## config.mk

```make
export PLATFORM = sky130hd
export DESIGN_NAME = pats_cell
export DESIGN_NICKNAME = d
export VERILOG_FILES = /design/src/hdl/pats_pkg.sv /design/src/hdl/pats_cell.sv
export SDC_FILE = /design/constraint.sdc
export NUM_CORES = 1
export LEC_CHECK = 0
export ABC_AREA = 1
export BUFFER_PORTS_ARGS = -buffer_cell sky130_fd_sc_hd__buf_4
export CAP_MARGIN = 10
export CORE_MARGIN = 2
export CORE_UTILIZATION = 50
export CTS_CLUSTER_SIZE = 28
export DETAILED_ROUTE_END_ITERATION = 8
export PLACE_DENSITY_LB_ADDON = 0.1
export SLEW_MARGIN = 20
export SYNTH_ARGS = -nofsm -noshare
export SYNTH_HDL_FRONTEND = slang
export SYNTH_SLANG_ARGS = --single-unit
```

## constraint.sdc

```tcl
create_clock -name clk -period 16.72 [get_ports clk]
set_input_delay 0.836 -clock clk [delete_from_list [all_inputs] [get_ports clk]]
set_output_delay 0.836 -clock clk [all_outputs]
set_load 0.05 [all_outputs]
```

## src/hdl/pats_pkg.sv

```systemverilog
// ----------------------------------------------------------------------------
// pats_pkg: shared types and constants for the priority aging scheduler
// Command codes, cell control bundle, scan carry and controller states.
// ----------------------------------------------------------------------------
package pats_pkg;

  localparam int TASK_SLOTS_DEFAULT = 16;

  localparam int KIND_W  = 2;
  localparam int SLOT_W  = 4;
  localparam int PRIO_W  = 32;
  localparam int SHIFT_W = 5;
  localparam int TIME_W  = 16;
  localparam int SLICE_W = 41;
  localparam int SCALE_W = 10;
  localparam int PROD_W  = PRIO_W + SCALE_W;

  localparam logic [SCALE_W-1:0] SCALE_RESET = 10'd100;

  localparam logic [KIND_W-1:0] KIND_ADD      = 2'd0;
  localparam logic [KIND_W-1:0] KIND_REMOVE   = 2'd1;
  localparam logic [KIND_W-1:0] KIND_TICK     = 2'd2;
  localparam logic [KIND_W-1:0] KIND_DISPATCH = 2'd3;

  localparam logic [SLICE_W-1:0] SLICE_MAX = {1'b0, {(SLICE_W-1){1'b1}}};
  localparam logic [SLICE_W-1:0] SLICE_MIN = {1'b1, {(SLICE_W-1){1'b0}}};

  typedef enum logic [1:0] {
    CELL_IDLE,
    CELL_ADD,
    CELL_REMOVE,
    CELL_COMMIT
  } cell_op_t;

  // broadcast to every cell
  typedef struct packed {
    cell_op_t            op;
    logic                tick;       // scan is a tick (else a dispatch lookup)
    logic                expire;
    logic                run_valid;
    logic [TIME_W-1:0]   elapsed;
    logic [PRIO_W-1:0]   prio;
    logic [SHIFT_W-1:0]  shift;
  } cell_ctl_t;

  // best candidate handed from cell to cell
  typedef struct packed {
    logic              found;
    logic [PRIO_W-1:0] best;
  } carry_t;

  typedef enum logic [1:0] {
    ST_IDLE,
    ST_SWEEP,
    ST_COMMIT,
    ST_FINISH
  } pats_state_t;

endpackage

```

## src/hdl/pats_cell.sv

```systemverilog
// ----------------------------------------------------------------------------
// pats_cell: one task slot of the scheduler chain
// Holds the slot state, ages it when the scan token passes on a tick and hands
// the best candidate so far (on a dispatch lookup, the selected slot) on to the next cell.
// ----------------------------------------------------------------------------
module pats_cell #(
  parameter int IDX = 0,
  parameter int SW  = 4
) (
  input  logic                clk,
  input  logic                rst,
  input  pats_pkg::cell_ctl_t ctl,
  input  logic [SW-1:0]       ctl_slot,
  input  logic [SW-1:0]       run_slot,
  input  logic [SW-1:0]       sel_slot,
  input  logic                token_in,
  input  pats_pkg::carry_t    carry_in,
  input  logic [SW-1:0]       carry_slot_in,
  output logic                token_out,
  output pats_pkg::carry_t    carry_out,
  output logic [SW-1:0]       carry_slot_out
);

  localparam logic [SW-1:0] MY_SLOT = SW'(IDX);
  localparam int INC_W = pats_pkg::PRIO_W - 1;

  logic                          valid;
  logic                          waiting;
  logic [pats_pkg::PRIO_W-1:0]   prio;
  logic [pats_pkg::SHIFT_W-1:0]  shift;

  logic                          valid_next;
  logic                          waiting_next;
  logic [pats_pkg::PRIO_W-1:0]   prio_next;
  logic [pats_pkg::SHIFT_W-1:0]  shift_next;
  pats_pkg::carry_t              carry_next;
  logic [SW-1:0]                 carry_slot_next;

  logic                          cand;
  logic [pats_pkg::PRIO_W-1:0]   base;
  logic [pats_pkg::SHIFT_W-1:0]  neg_shift;
  logic [INC_W-1:0]              inc;
  logic [pats_pkg::PRIO_W:0]     sum;
  logic [pats_pkg::PRIO_W-1:0]   aged;

  always_comb begin
    cand = valid && waiting;
    // an expired running task drops to zero priority
    base = (ctl.tick && ctl.expire && ctl.run_valid && run_slot == MY_SLOT) ?
           '0 : prio;
    neg_shift = pats_pkg::SHIFT_W'(~shift + 1'b1);
    if (shift[pats_pkg::SHIFT_W-1]) begin
      inc = INC_W'(ctl.elapsed >> neg_shift);
    end else begin
      inc = INC_W'(ctl.elapsed) << shift[pats_pkg::SHIFT_W-2:0];
    end
    sum  = {1'b0, base} + {2'b00, inc};
    aged = sum[pats_pkg::PRIO_W] ? '1 : sum[pats_pkg::PRIO_W-1:0];
  end

  always_comb begin
    valid_next      = valid;
    waiting_next    = waiting;
    prio_next       = prio;
    shift_next      = shift;
    carry_next      = carry_in;
    carry_slot_next = carry_slot_in;

    if (token_in) begin
      if (ctl.tick) begin
        prio_next = cand ? aged : base;
        if (cand && aged > carry_in.best) begin
          carry_next.found = 1'b1;
          carry_next.best  = aged;
          carry_slot_next  = MY_SLOT;
        end
      end else if (sel_slot == MY_SLOT) begin
        // dispatch lookup: report the selected slot's priority
        carry_next.found = cand;
        carry_next.best  = prio;
        carry_slot_next  = MY_SLOT;
      end
    end

    unique case (ctl.op)
      pats_pkg::CELL_ADD: begin
        if (ctl_slot == MY_SLOT) begin
          valid_next   = 1'b1;
          waiting_next = 1'b1;
          prio_next    = ctl.prio;
          shift_next   = ctl.shift;
        end
      end
      pats_pkg::CELL_REMOVE: begin
        if (ctl_slot == MY_SLOT) begin
          valid_next   = 1'b0;
          waiting_next = 1'b0;
          prio_next    = '0;
          shift_next   = '0;
        end
      end
      pats_pkg::CELL_COMMIT: begin
        if (ctl.run_valid && run_slot == MY_SLOT) begin
          waiting_next = 1'b1;
          prio_next    = '0;
        end
        if (sel_slot == MY_SLOT) begin
          waiting_next = 1'b0;
        end
      end
      default: ;
    endcase
  end

  always_ff @(posedge clk) begin
    if (rst) begin
      valid     <= 1'b0;
      waiting   <= 1'b0;
      prio      <= '0;
      shift     <= '0;
      token_out <= 1'b0;
    end else begin
      valid     <= valid_next;
      waiting   <= waiting_next;
      prio      <= prio_next;
      shift     <= shift_next;
      token_out <= token_in;
    end
  end

  always_ff @(posedge clk) begin
    carry_out      <= carry_next;
    carry_slot_out <= carry_slot_next;
  end

endmodule
```

==> impl_metrics.yaml, run 1 <==
run_status:
  outcome: "complete, no violations"
worst_setup_path:
  start_kind: "flip-flop"
  end_kind: "flip-flop"
  worst_path_most_repeated_cell: "nand2_1"
  cp_max_fo: 30
  critPathBufInv: 2
  cpLargestDelayFamily: "compound AO/OA/AOI/OAI gates"
  required_ps: 16960
  slowest_stage: "dfxtp_1"
  cp_slowest_stage_delay_ps: 790
  criticalPathCategory: "reg -> reg"
  crit_arrival_ps: 8100
floorplanning:
  ios: 148
  num_rows: 51
  fp.coreArea_um2: 19300
  start_util_pct: 50.6
  die_x_um: 144
  dieArea_um2: 20700
  die_h_um: 144
timing:
  hold_viol: 0
  setup_viol: 0
  period_needed_ps: 7870
  finClkSkew_ps: 7.22
  worstMarginPinSlew_ps: 920
  relSlewSlack_pct: 38.5
  setup_ws_ps: 8850
  max_freq_mhz: 127
  slew_viol_final: 0
  tns_ps: 0
  holdWs_ps: 463
  rsz0062_at_grt: "no"
  finalCritPeriodShare_pct: 47.0
power:
  p_leak_nw: 6.10
  ir_worst_vdd_mv: 0.0481
  switchingPower_w: 0.000204
  pwr-share-comb_pct: 27.6
  p_int_w: 0.000399
  pwr-share-seq_pct: 32.5
  switching_share_pct: 33.8
  p_clk_share_pct: 39.9
  cellPowerDensity_nw_per_um2: 53.3
global_routing:
  grt_start_max_net_pins: 53
  grt_pass1_vias: 10111
  grt_antenna_before_repair: 0
  overflow: 0
  grt_pass1_wl_um: 52600
  globalRouteTotalUtil_pct: 32.4
synth:
  avgSynthCellArea_um2: 5.40
  ys.flop_type: "dfxtp_1"
  synth_cell_types: 54
  synth-async-reset-ratio_pct: 0
  syn_inst: 1810
  syn_nets: 1985
  yosysWarnings: 0
  ys_seq_area_share_pct: 15.8
  synth-seq-cells: 77
  synth-edff-count: 0
  syn_area_um2: 9780
detailed_routing:
  antenna_left: 0
  initialDrtViolationCount: 980
  route.detailed.drc: 0
  routed_via_density: 5.33
  vias: 11560
  routedWlPerCell_um: 15.5
  wirelength_um: 33700
  first_pass_iters: 5
clock_tree:
  path_clk_slew_ps: 70
  ctsResizeCount: 0
  clock-root-buffer: "clkbuf_16"
  cts-buffers-inserted: 9
  insertion_delay_ps: 360
  cts.sinks: 77
  hold_buffers: 0
  post_cts_buffers: 0
  cts_tree: "yes"
  cts_max_level: 3
  clockBufferDepth: 2
place:
  dpl_cell_area_um2: 10900
  post-place-ws_ps: 9070
  gp_congestion: 1.00
  place_hpwl_um: 26900
  io_buffers: 147
cells_and_area:
  final_area_um2: 11300
  syn2layout_area_growth_pct: 15.5
  n_antenna_cell: 0
  drive_gt1_share_pct: 11.7
  utilization_pct: 58.4
  final_nets: 2075
run:
  cap_violations: 0
hold_path:
  hold_path_class: "reg -> reg"
## final timing paths
kind              cells after the start                         to  slack (ps)                   from
setup reg to reg                     28  carry_slot_out[1]$_DFF_P_        8850  shift[0]$_SDFFE_PP0P_
hold / removal                        2       waiting$_SDFFE_PP0P_         460   waiting$_SDFFE_PP0P_
hold reg to reg                       2       waiting$_SDFFE_PP0P_         460   waiting$_SDFFE_PP0P_
setup / recovery                     28  carry_slot_out[1]$_DFF_P_        8850  shift[0]$_SDFFE_PP0P_
## cells in the mapped netlist, types with 8 or more instances
library cell | number | area (µm²)
xor2_1 | 15 | 131
nand2_2 | 10 | 62.6
o21ai_1 | 12 | 60.1
nand4_1 | 23 | 144
nand3_2 | 8 | 80.1
nor3_1 | 9 | 45.0
buf_2 | 14 | 70.1
nand2_1 | 612 | 2300
a21oi_1 | 142 | 711
nand3_1 | 65 | 325
o211ai_1 | 15 | 113
inv_1 | 279 | 1050
nor2_1 | 191 | 717
ha_1 | 64 | 801
dfxtp_1 | 77 | 1540
clkbuf_1 | 49 | 184
a22oi_1 | 11 | 82.6
o21ai_0 | 112 | 561
## metal layers
layer  part of all wire (%)  GRT usage, %
met5                      0             0
met4                    1.9          8.00
met3                    9.3          6.60
met2                     43          50.3
met1                     46          45.8
## layout make-up
type	count	area (µm²)
multi-input combinational	1370	6840
fill	2068	8040
inverter	288	1080
clock inverter	7	121
clock buffer	9	225
tap	265	332
timing repair buffer	154	1160
sequential	77	1540
## cells in the final DEF (no fill, tap or decap), types with 4 or more instances in the layout
| master | instances |
|---|---|
| o21ai_1 | 12 |
| o211ai_2 | 4 |
| nand2_1 | 612 |
| o21ai_0 | 112 |
| nor4_1 | 4 |
| mux2i_1 | 4 |
| nand3_1 | 65 |
| o211ai_1 | 15 |
| inv_1 | 279 |
| o22ai_1 | 7 |
| nand4_1 | 23 |
| nand2_2 | 10 |
| nor3_1 | 9 |
| dfxtp_1 | 77 |
| o21bai_1 | 5 |
| ha_1 | 64 |
| xor2_1 | 15 |
| or2_4 | 4 |
| nand3_2 | 8 |
| nor2_1 | 191 |
| clkinv_1 | 4 |
| a21oi_2 | 5 |
| nor2_2 | 7 |
| o31ai_1 | 4 |
| inv_2 | 5 |
| buf_4 | 154 |
| clkbuf_16 | 9 |
| a21oi_1 | 141 |
| a31oi_1 | 6 |
| a22oi_1 | 11 |
## through the flow
stage | instances | power [W]
final | 2170 | 0.000602
after CTS | 2170 | 0.000603
after detailed placement | 2154 | 0.000363
after global placement | 2154 | 0.000362
after global routing | 2170 | 0.000627
after floorplan | 1810 | 0.000304
## power groups by stage
stage	sequential [W]	clock, W	combinational [W]
after floorplan	0.000228	0	0.0000765
after global placement	0.000200	0	0.000162
after detailed placement	0.000200	0	0.000163
after CTS	0.000196	0.000243	0.000164
after global routing	0.000196	0.000248	0.000182
final	0.000196	0.000241	0.000166
## state kept, by name, indices dropped and copies added (netlist names)
name	count
carry_out	33
carry_slot_out	4
prio	32
shift	5
token_out	1
valid	1
waiting	1
## kinds of logic (layout without fill, tap and decap cells)
logic type	after synthesis	after routing	share of synthesized area [%]
xor gates and xnor gates	17	17	1.52
and+or+nand+nor	946	946	39.8
DFF	77	77	15.8
muxes	4	4	0.409
AOI/OAI and AO/OA	338	338	19.6
buffers and inverters	363	458	14.5
adders and majority gates	65	65	8.39
## tightest hold or removal path: stages, from the launching register on
cell      delay (ps)
dfxtp_1          310
inv_1             50
a211oi_1          60
Note: power is estimated with default switching activity, not from simulation.
==> inputs of run 2 (changes only) <==
Clock period 16.72 ns to 6.45 ns, I/O delays scaled along.
==> impl_metrics.yaml, run 2 (synthesized netlist as in run 1, its figures left out) <==
cells_and_area:
  final_common_cell: "nand2_1"
  final_area_um2: 11300
  top_regs: "carry_out x33, prio x32, shift x5"
  fillers: 2011
  top_register: "carry_out"
  n_antenna_cell: 0
  final_nets: 2085
  drive_gt1_share_pct: 12.1
  utilization_pct: 58.5
  syn2layout_area_growth_pct: 15.7
  largest_reg_flops: 33
  final_cell_mix: "612 x nand2_1, 279 x inv_1, 191 x nor2_1"
worst_setup_path:
  cp_slowest_stage_delay_ps: 450
  slowest_stage: "or2_2"
  required_ps: 6740
  crit_arrival_ps: 6130
  end_kind: "flip-flop"
  worst_path_most_repeated_cell: "nand2_1"
  start_kind: "flip-flop"
  criticalPathCategory: "reg -> reg"
  cp_max_fo: 47
detailed_routing:
  route.detailed.drc: 0
  initialDrtViolationCount: 1022
  routed_via_density: 5.36
  wirelength_um: 34400
  vias: 11683
  first_pass_iters: 6
  routedWlPerCell_um: 15.8
  antenna_left: 0
clock_tree:
  hold_buffers: 0
  clockBufferDepth: 2
  path_clk_slew_ps: 70
  insertion_delay_ps: 360
  post_cts_buffers: 0
  cts_tree: "yes"
  ctsResizeCount: 0
  cts.sinks: 77
  clock-root-buffer: "clkbuf_16"
  cts-buffers-inserted: 9
  cts_max_level: 3
power:
  ir_worst_vdd_mv: 0.129
  cellPowerDensity_nw_per_um2: 129
  p_leak_nw: 6.12
place:
  place_hpwl_um: 27800
  io_buffers: 147
  dpl_cell_area_um2: 11000
  gp_congestion: 0.959
timing:
  relSlewSlack_pct: 40.6
  tns_ps: 0
  slew_viol_final: 0
  rsz0062_at_grt: "no"
  hold_viol: 0
  worstMarginPinSlew_ps: 889
  finClkSkew_ps: 9.59
  max_freq_mhz: 171
  setup_viol: 0
  period_needed_ps: 5850
  finalCritPeriodShare_pct: 90.6
floorplanning:
  die_x_um: 144
  num_rows: 51
  fp.coreArea_um2: 19300
  dieArea_um2: 20700
  start_util_pct: 50.6
  die_h_um: 144
  ios: 148
run_status:
  outcome: "complete, no violations"
hold_path:
  hold_path_class: "in -> reg"
global_routing:
  globalRouteTotalUtil_pct: 33.1
  grt_start_max_net_pins: 53
  grt_pass1_vias: 10187
  grt_pass1_wl_um: 53500
  overflow: 0
  grt_antenna_before_repair: 0
run:
  cap_violations: 0
==> run 2: cell count changes in the layout (fill, tap and decap cells not counted) <==
cell        previous run  this run
buf_4                154       163
inv_8                  0         1
clkinvlp_4             0         2
buf_12                 0         1
bufinv_16              3         0
==> run 2: layout make-up <==
cell class / count / area [µm²] / area share, %
multi-input combinational: 1370 / 6840 / 60.4
sequential: 77 / 1540 / 13.6
timing repair buffer: 164 / 1240 / 11.0
tap: 265 / 332 / 2.93
clock inverter: 7 / 57.6 / 0.509
clock buffer: 9 / 225 / 1.99
inverter: 288 / 1080 / 9.55
==> run 2: worst max-delay path, delay by kind of cell, from the launching register on <==
| kind | cells | cell delay [ps] |
|---|---|---|
| and+or+nand+nor | 21 | 2890 |
| AOI/OAI and AO/OA | 4 | 580 |
| buffers and inverters | 4 | 640 |
| adders and majority gates | 4 | 1300 |
| DFF | 1 | 330 |
==> run 2: path summary, 6_finish.rpt <==
check / to / startpoint / depth (start not counted) / slack [ps]
min: carry_slot_out[3]$_DFF_P_ / carry_slot_in[3] / 3 / 180
max: carry_out[27]$_DFF_P_ / shift[1]$_SDFFE_PP0P_ / 33 / 600
max reg2reg: carry_out[27]$_DFF_P_ / shift[1]$_SDFFE_PP0P_ / 33 / 600
min reg2reg: waiting$_SDFFE_PP0P_ / waiting$_SDFFE_PP0P_ / 2 / 460
==> run 2: metal layers <==
metal	vias up	track usage [%]	wire length (µm)
li1	5924	-	-
met1	5163	47.0	15700
met2	543	51.7	14800
met3	53	5.36	3170
met4	0	8.93	735
met5	-	0	0
==> run 2: stage by stage <==
stage | total power, W | cells | hold WS, ps | worst slack (ps)
final | 0.00146 | 2180 | 175 | 605
after floorplan | 0.000789 | 1810 | 434 | 1110
after CTS | 0.00145 | 2180 | 177 | 685
after global placement | 0.000942 | 2164 | 448 | 778
after detailed placement | 0.000944 | 2164 | 447 | 767
after global routing | 0.00152 | 2180 | 194 | 67.8
==> run 2: report_power, final <==
part | internal [W] | switching (W)
sequential | 0.000499 | 0.00000711
combinational | 0.000154 | 0.000279
clock | 0.000267 | 0.000250
==> inputs of run 3 (changes only) <==
Clock period 6.45 ns to 6.6 ns, I/O delays scaled along.
==> impl_metrics.yaml, run 3 (synthesized netlist as in run 1, its figures left out) <==
clock_tree:
  clock-root-buffer: "clkbuf_16"
  post_cts_buffers: 0
  cts-buffers-inserted: 9
  clockBufferDepth: 2
  path_clk_slew_ps: 80
  cts.sinks: 77
  insertion_delay_ps: 360
  cts_max_level: 3
  cts_tree: "yes"
hold_path:
  hold_path_class: "in -> reg"
place:
  place_hpwl_um: 28200
  io_buffers: 147
  gp_congestion: 0.992
  dp.cells: 2163
cells_and_area:
  final_common_cell: "nand2_1"
  top_regs: "carry_out x33, prio x32, shift x5"
  syn2layout_area_growth_pct: 16.2
  final_nets: 2084
  largest_reg_flops: 33
  multi_input_area_um2: 6840
  stdcell_count: 2179
  n_antenna_cell: 0
  fillers: 2037
  top_register: "carry_out"
  seqCellArea_um2: 1540
  drive_gt1_share_pct: 12.1
  utilization_pct: 58.8
  final_cell_mix: "612 x nand2_1, 279 x inv_1, 190 x nor2_1"
timing:
  hold_viol: 0
  setup_viol: 0
  relSlewSlack_pct: 38.6
  period_needed_ps: 6050
  max_freq_mhz: 165
  rsz0062_at_grt: "no"
  finClkSkew_ps: 13.6
  finalCritPeriodShare_pct: 91.7
  slew_viol_final: 0
  worstMarginPinSlew_ps: 919
  tns_ps: 0
  holdWs_ps: 193
run_status:
  outcome: "complete, no violations"
global_routing:
  grt_start_max_net_pins: 53
  overflow: 0
  globalRouteTotalUtil_pct: 33.6
  grt_pass1_wl_um: 54500
  grt_antenna_before_repair: 0
  grt_pass1_vias: 10549
floorplanning:
  die_h_um: 144
  fp.coreArea_um2: 19300
  ios: 148
  num_rows: 51
  start_util_pct: 50.6
  die_x_um: 144
  dieArea_um2: 20700
worst_setup_path:
  criticalPathCategory: "reg -> reg"
  start_kind: "flip-flop"
  crit_arrival_ps: 6340
  worst_path_most_repeated_cell: "nand2_1"
  timing.reg2reg.setup_slack_ps: 550
  end_kind: "flip-flop"
  slowest_stage: "dfxtp_1"
  cp_max_fo: 47
  required_ps: 6890
  cp_slowest_stage_delay_ps: 630
power:
  p_leak_nw: 6.14
  cellPowerDensity_nw_per_um2: 135
  ir_worst_vdd_mv: 0.121
  p_total_w: 0.00153
detailed_routing:
  route.detailed.drc: 0
  first_pass_iters: 6
  antenna_left: 0
  wirelength_um: 35100
  wl_met3_um: 2920
  routed_via_density: 5.40
  initialDrtViolationCount: 1099
  routedWlPerCell_um: 16.1
  top_layer_used: "met4"
  met1_length_um: 15900
  vias: 11770
  met2_length_um: 15500
run:
  cap_violations: 0
-- run 3: path summary, 6_finish.rpt --
path | from | end | depth (start not counted)
hold / removal | carry_slot_in[2] | carry_slot_out[2]$_DFF_P_ | 3
setup reg to reg | shift[4]$_SDFFE_PP0P_ | carry_out[0]$_DFF_P_ | 30
setup / recovery | shift[4]$_SDFFE_PP0P_ | carry_out[0]$_DFF_P_ | 30
hold reg to reg | waiting$_SDFFE_PP0P_ | waiting$_SDFFE_PP0P_ | 2
-- run 3: layer usage --
layer	vias up	global-route usage (%)
met1	5232	46.4
met5	-	0
li1	5924	-
met4	0	9.08
met3	52	5.16
met2	562	54.5
-- run 3: cell type report --
class,count,area share [%]
multi-input combinational,1370,60.2
sequential,77,13.6
timing repair buffer,163,10.8
inverter,288,9.51
tap,265,2.92
clock buffer,9,1.98
clock inverter,7,1.06
-- run 3: where the power goes --
part	leakage [nW]	total, W	switching (W)	internal [W]
clock network	0.166	0.000613	0.000241	0.000373
logic	5.34	0.000426	0.000275	0.000151
registers	0.635	0.000495	0.00000794	0.000487
-- run 3: what timing repair did --
item,4_1_cts,5_1_grt
setup endpoints to repair,0,36
gates resized for setup,0,2
hold buffers,0,0
-- run 3: metrics by stage --
| stage | cell area [µm²] | setup WS [ps] |
|---|---|---|
| floorplan | 9780 | 1260 |
| global placement | 11000 | 438 |
| detailed placement | 11000 | 484 |
| CTS | 11400 | 436 |
| global route | 11400 | 88.4 |
| finish | 11400 | 550 |
-- run 3: critical path, delay by kind of cell, from the launching register on --
kind,cells,cell delay (ps)
AO/OA/AOI/OAI,4,810
adder cells (fa/ha/maj),2,620
buffers and inverters,4,650
flip-flops,1,630
AND/OR/NAND/NOR,20,3240
